`config.mk`:
```
export PLATFORM = sky130hd
export DESIGN_NAME = i64f64_dbl_to_int
export DESIGN_NICKNAME = d
export VERILOG_FILES = /design/src/hw/rtl/int64_float64_converter_defines.svh /design/src/hw/rtl/i64f64_pkg.sv /design/src/hw/rtl/i64f64_dbl_to_int.sv
export SDC_FILE = /design/constraint.sdc
export NUM_CORES = 1
export LEC_CHECK = 0
export CAP_MARGIN = 20
export CELL_PAD_IN_SITES_DETAIL_PLACEMENT = 2
export CELL_PAD_IN_SITES_GLOBAL_PLACEMENT = 2
export CORE_ASPECT_RATIO = 1.4
export CORE_UTILIZATION = 43
export DETAILED_ROUTE_END_ITERATION = 6
export DONT_BUFFER_PORTS = 1
export GPL_ROUTABILITY_DRIVEN = 0
export PLACE_DENSITY_LB_ADDON = 0.1
export REMOVE_ABC_BUFFERS = 1
export SYNTH_ARGS = -nofsm -noshare
export SYNTH_HDL_FRONTEND = slang
export SYNTH_SLANG_ARGS = --single-unit
```
`constraint.sdc`:
```
create_clock -name vclk -period 24.2
set_clock_uncertainty 0.15 [all_clocks]
set_input_delay 4.84 -clock vclk [all_inputs]
set_output_delay 4.84 -clock vclk [all_outputs]
set_load 0.01 [all_outputs]
```
`src/hw/rtl/int64_float64_converter_defines.svh`:
```
// ----------------------------------------------------------------------------
// int64_float64_converter_defines.svh
// Assertion macros shared by the converter RTL.
// ----------------------------------------------------------------------------
`ifndef INT64_FLOAT64_CONVERTER_DEFINES_SVH
`define INT64_FLOAT64_CONVERTER_DEFINES_SVH

// Consequent must hold in the cycle after the antecedent.
`define I64F64_ASSERT_NEXT(lbl, clock, rstn, ante, cons, msg) \
	lbl: assert property (@(posedge clock) disable iff (!(rstn)) (ante) |=> (cons)) \
		else $error(msg);

// Consequent must hold in the same cycle as the antecedent.
`define I64F64_ASSERT_NOW(lbl, clock, rstn, ante, cons, msg) \
	lbl: assert property (@(posedge clock) disable iff (!(rstn)) (ante) |-> (cons)) \
		else $error(msg);

`endif

```
`src/hw/rtl/i64f64_pkg.sv`:
```
// ----------------------------------------------------------------------------
// i64f64_pkg
// Types and constants for the int64 / float64 converter.
// ----------------------------------------------------------------------------
package i64f64_pkg;

	// IEEE double layout
	localparam int ExpBits  = 11;
	localparam int MantBits = 52;
	localparam int WordBits = 64;

	localparam logic [ExpBits-1:0] ExpBias = 11'd1023;
	// exponent at which the mantissa LSB weighs one
	localparam logic [ExpBits-1:0] ExpUnit = 11'd1075;
	// exponent of 2^63: first saturating value
	localparam logic [ExpBits-1:0] ExpSat  = 11'd1086;
	localparam logic [ExpBits-1:0] ExpMax  = 11'h7FF;

	localparam logic [WordBits-1:0] IntMin = 64'h8000_0000_0000_0000;
	localparam logic [WordBits-1:0] IntMax = 64'h7FFF_FFFF_FFFF_FFFF;

	typedef enum logic {
		CMD_INT_TO_DBL = 1'b0,
		CMD_DBL_TO_INT = 1'b1
	} cmd_t;

	typedef struct packed {
		cmd_t                command;
		logic [WordBits-1:0] operand;
	} in_beat_t;

	typedef struct packed {
		logic [WordBits-1:0] result;
	} out_beat_t;

endpackage

```
`src/hw/rtl/i64f64_dbl_to_int.sv`:
```
// ----------------------------------------------------------------------------
// i64f64_dbl_to_int
// Double bits to signed 64-bit integer, truncated toward zero, saturating.
// ----------------------------------------------------------------------------
module i64f64_dbl_to_int (
	input  logic [i64f64_pkg::WordBits-1:0] operand,
	output logic [i64f64_pkg::WordBits-1:0] result
);
	import i64f64_pkg::*;

	logic                neg;
	logic [ExpBits-1:0]  expo;
	logic [MantBits-1:0] mant;
	logic [WordBits-1:0] sig;
	logic [WordBits-1:0] mag;
	logic [ExpBits-1:0]  rdist;
	logic [ExpBits-1:0]  ldist;

	always_comb begin
		neg   = operand[WordBits-1];
		expo  = operand[WordBits-2 -: ExpBits];
		mant  = operand[MantBits-1:0];
		sig   = {{(WordBits-MantBits-1){1'b0}}, 1'b1, mant};
		rdist = ExpUnit - expo;
		ldist = expo - ExpUnit;
		// right shift drops fraction bits, left shift stays below 2^63
		if (expo < ExpUnit) begin
			mag = sig >> rdist[5:0];
		end else begin
			mag = sig << ldist[3:0];
		end

		if (expo < ExpBias) begin
			// below one, zeros and subnormals
			result = '0;
		end else if (expo == ExpMax && mant != '0) begin
			// NaN
			result = '0;
		end else if (expo >= ExpSat) begin
			result = neg ? IntMin : IntMax;
		end else begin
			result = neg ? (64'd0 - mag) : mag;
		end
	end

endmodule
```
==> run_results.csv <==
group,metric,value,unit
sta,min_period_over_period,0.668,
power_and_ir_drop,power_density,35.9,nW/um^2
floorplan,rows,66,
logic_synthesis,syn_area,10300,um^2
job,maxCapViolCount,0,
cts,post_cts_buffers,0,
setup_path,critical_path_class,"in2out",
logic_synthesis,synth-seq-area-share,0,
cts,cts_hold_repair.buffers,0,
floorplan,die_w,132,um
setup_path,path_max_fanout,73,
global_routing,grt_pass1_vias,12300,
global_routing,grt_pass1_wl,78900,um
setup_path,critPathRequiredTime,19.21,ns
power_and_ir_drop,irDropWorstVdd,0.0153,mV
finish,seqCellArea,0,um^2
setup_path,crit_start,"operand[54]",
finish,antenna_cells,0,
route,detail-route-antenna-nets,0,
sta,fmax,0.0618,GHz
min_path,hold_class,"in2out",
route,vias,12200,
placement,port_buffers,0,
finish,final_core_util,0.438,
route,first_pass_iters,5,
power_and_ir_drop,p_leak,3.41,nW
finish,num-fill-cells,2685,
finish,clock_buffers,0,
finish,design.final.nets,1259,
placement,place_ws,8.28,ns
sta,fin_tns_setup,0,ns
sta,slew_headroom,0.229,
logic_synthesis,syn_inst,1312,
finish,design_area,10200,um^2
placement,dp_cells,1492,
sta,worstMarginPinSlew,1.15,ns
sta,setup_viol,0,
global_routing,grt_antenna_before_repair,0,
cts,cts_resized,0,
route,drt_iter0_drc,1043,
setup_path,crit_path_end_kind,"output port",
sta,rsz0062_at_grt,"false",
route,drc_errors,0,
logic_synthesis,yosysUniqueCellTypes,100,
finish,drive_gt1_frac,0.201,
sta,holdWs,9.73,ns
logic_synthesis,synth_area_per_cell,7.81,um^2
finish,layout.cells.non_filler,1493,
sta,finalCriticalPeriod,16.18,ns
logic_synthesis,yosys_warnings,0,
finish,multi_input_area,9550,um^2
sta,hold_viol,0,
floorplan,die_y,185,um
logic_synthesis,synth_top_cell_area_share,0.218,
global_routing,grt_start_max_net_pins,103,
sta,layout_setup_ws,8.02,ns
floorplan,coreArea,23300,um^2
route,viasPerCell,8.15,
floorplan,start_util,0.440,
min_path,min_from,"operand[63]",
route,routed_wl,52200,um
placement,dp_hpwl,39200,um
logic_synthesis,synthTopCellsByCount,"120 x nor2_1, 115 x nand2_1, 99 x mux4_2, 94 x mux2i_1, 88 x clkbuf_1",
global_routing,overflow,0,
logic_synthesis,synth.largest_area_cell,"mux4_2",
power_and_ir_drop,power,0.366,mW
global_routing,track_usage,0.417,
floorplan,die-area,24500,um^2
floorplan,pin_count,128,
setup_path,critPathLaunchType,"input pin",
finish,seq_cell_count,0,
logic_synthesis,synth_most_common_cell,"nor2_1",
logic_synthesis,ys_top_cells_by_area,"mux4_2 22%, mux2i_1 9.2%, mux2_2 6.8%, nor2_1 4.4%, nand2_1 4.2%",
finish,synthToLayoutAreaGrowth,-0.549,%
placement,placed_area,10200,um^2
sta,maxSlewViolCount,0,
setup_path,worstPathArrival,11.19,ns
route,post_drt_wl_per_cell,35.0,um
run_status,status,"finished clean",
[cell families after synthesis]
group | Yosys count | share of synthesized area
compound gates | 362 | 0.267
xor+xnor | 8 | 0.00757
fa+ha+maj | 6 | 0.00732
buf+inv | 165 | 0.0724
mux | 265 | 0.390
simple gates | 506 | 0.256
[metal layers]
metal | part of all wire | global-route usage | up-vias
li1 | - | - | 5056
met3 | 0.088 | 0.0809 | 176
met5 | 0 | 0 | -
met1 | 0.38 | 0.509 | 6203
met2 | 0.47 | 0.703 | 734
met4 | 0.057 | 0.200 | 0
[worst paths after layout]
path / slack [ns] / depth (start not counted) / to
setup / recovery: 8.02 / 14 / result[53]
hold / removal: 9.73 / 2 / result[5]
[layout make-up]
| type | count | area share |
|---|---|---|
| inverter | 14 | 0.00515 |
| timing repair buffer | 26 | 0.0204 |
| multi-input combinational | 1147 | 0.937 |
| tap | 306 | 0.0376 |
[worst max-delay path: stages]
cell and delay (ns):
inv_2 0.03, buf_4 0.40, ha_2 0.67, buf_4 0.49
nor2b_1 0.48, a22oi_1 0.29, and2_0 0.25, a21o_1 0.35
a211oi_2 0.66, nand4_2 0.24, nor4_4 0.79, nand3_1 0.67
or4_1 0.67, a31oi_1 0.31
[where the power goes]
part / internal [mW] / total, mW / leakage, nW / switching [mW]
logic: 0.133 / 0.366 / 3.41 / 0.233
registers: 0 / 0 / 0 / 0
clock network: 0 / 0 / 0 / 0
[layout by cell type, fill, tap and decap left out, drive strengths merged, types with 16 or more instances in the layout]
master,n
o221ai,21
o21ai,45
mux4,99
nor4,32
nand4,40
nor2,120
nand2,116
buf,26
o211ai,18
a211oi,23
nor3,32
and3,16
o22ai,26
nand3,61
mux2i,95
mux2,71
a21oi,69
(Power assumes the default switching activity.)
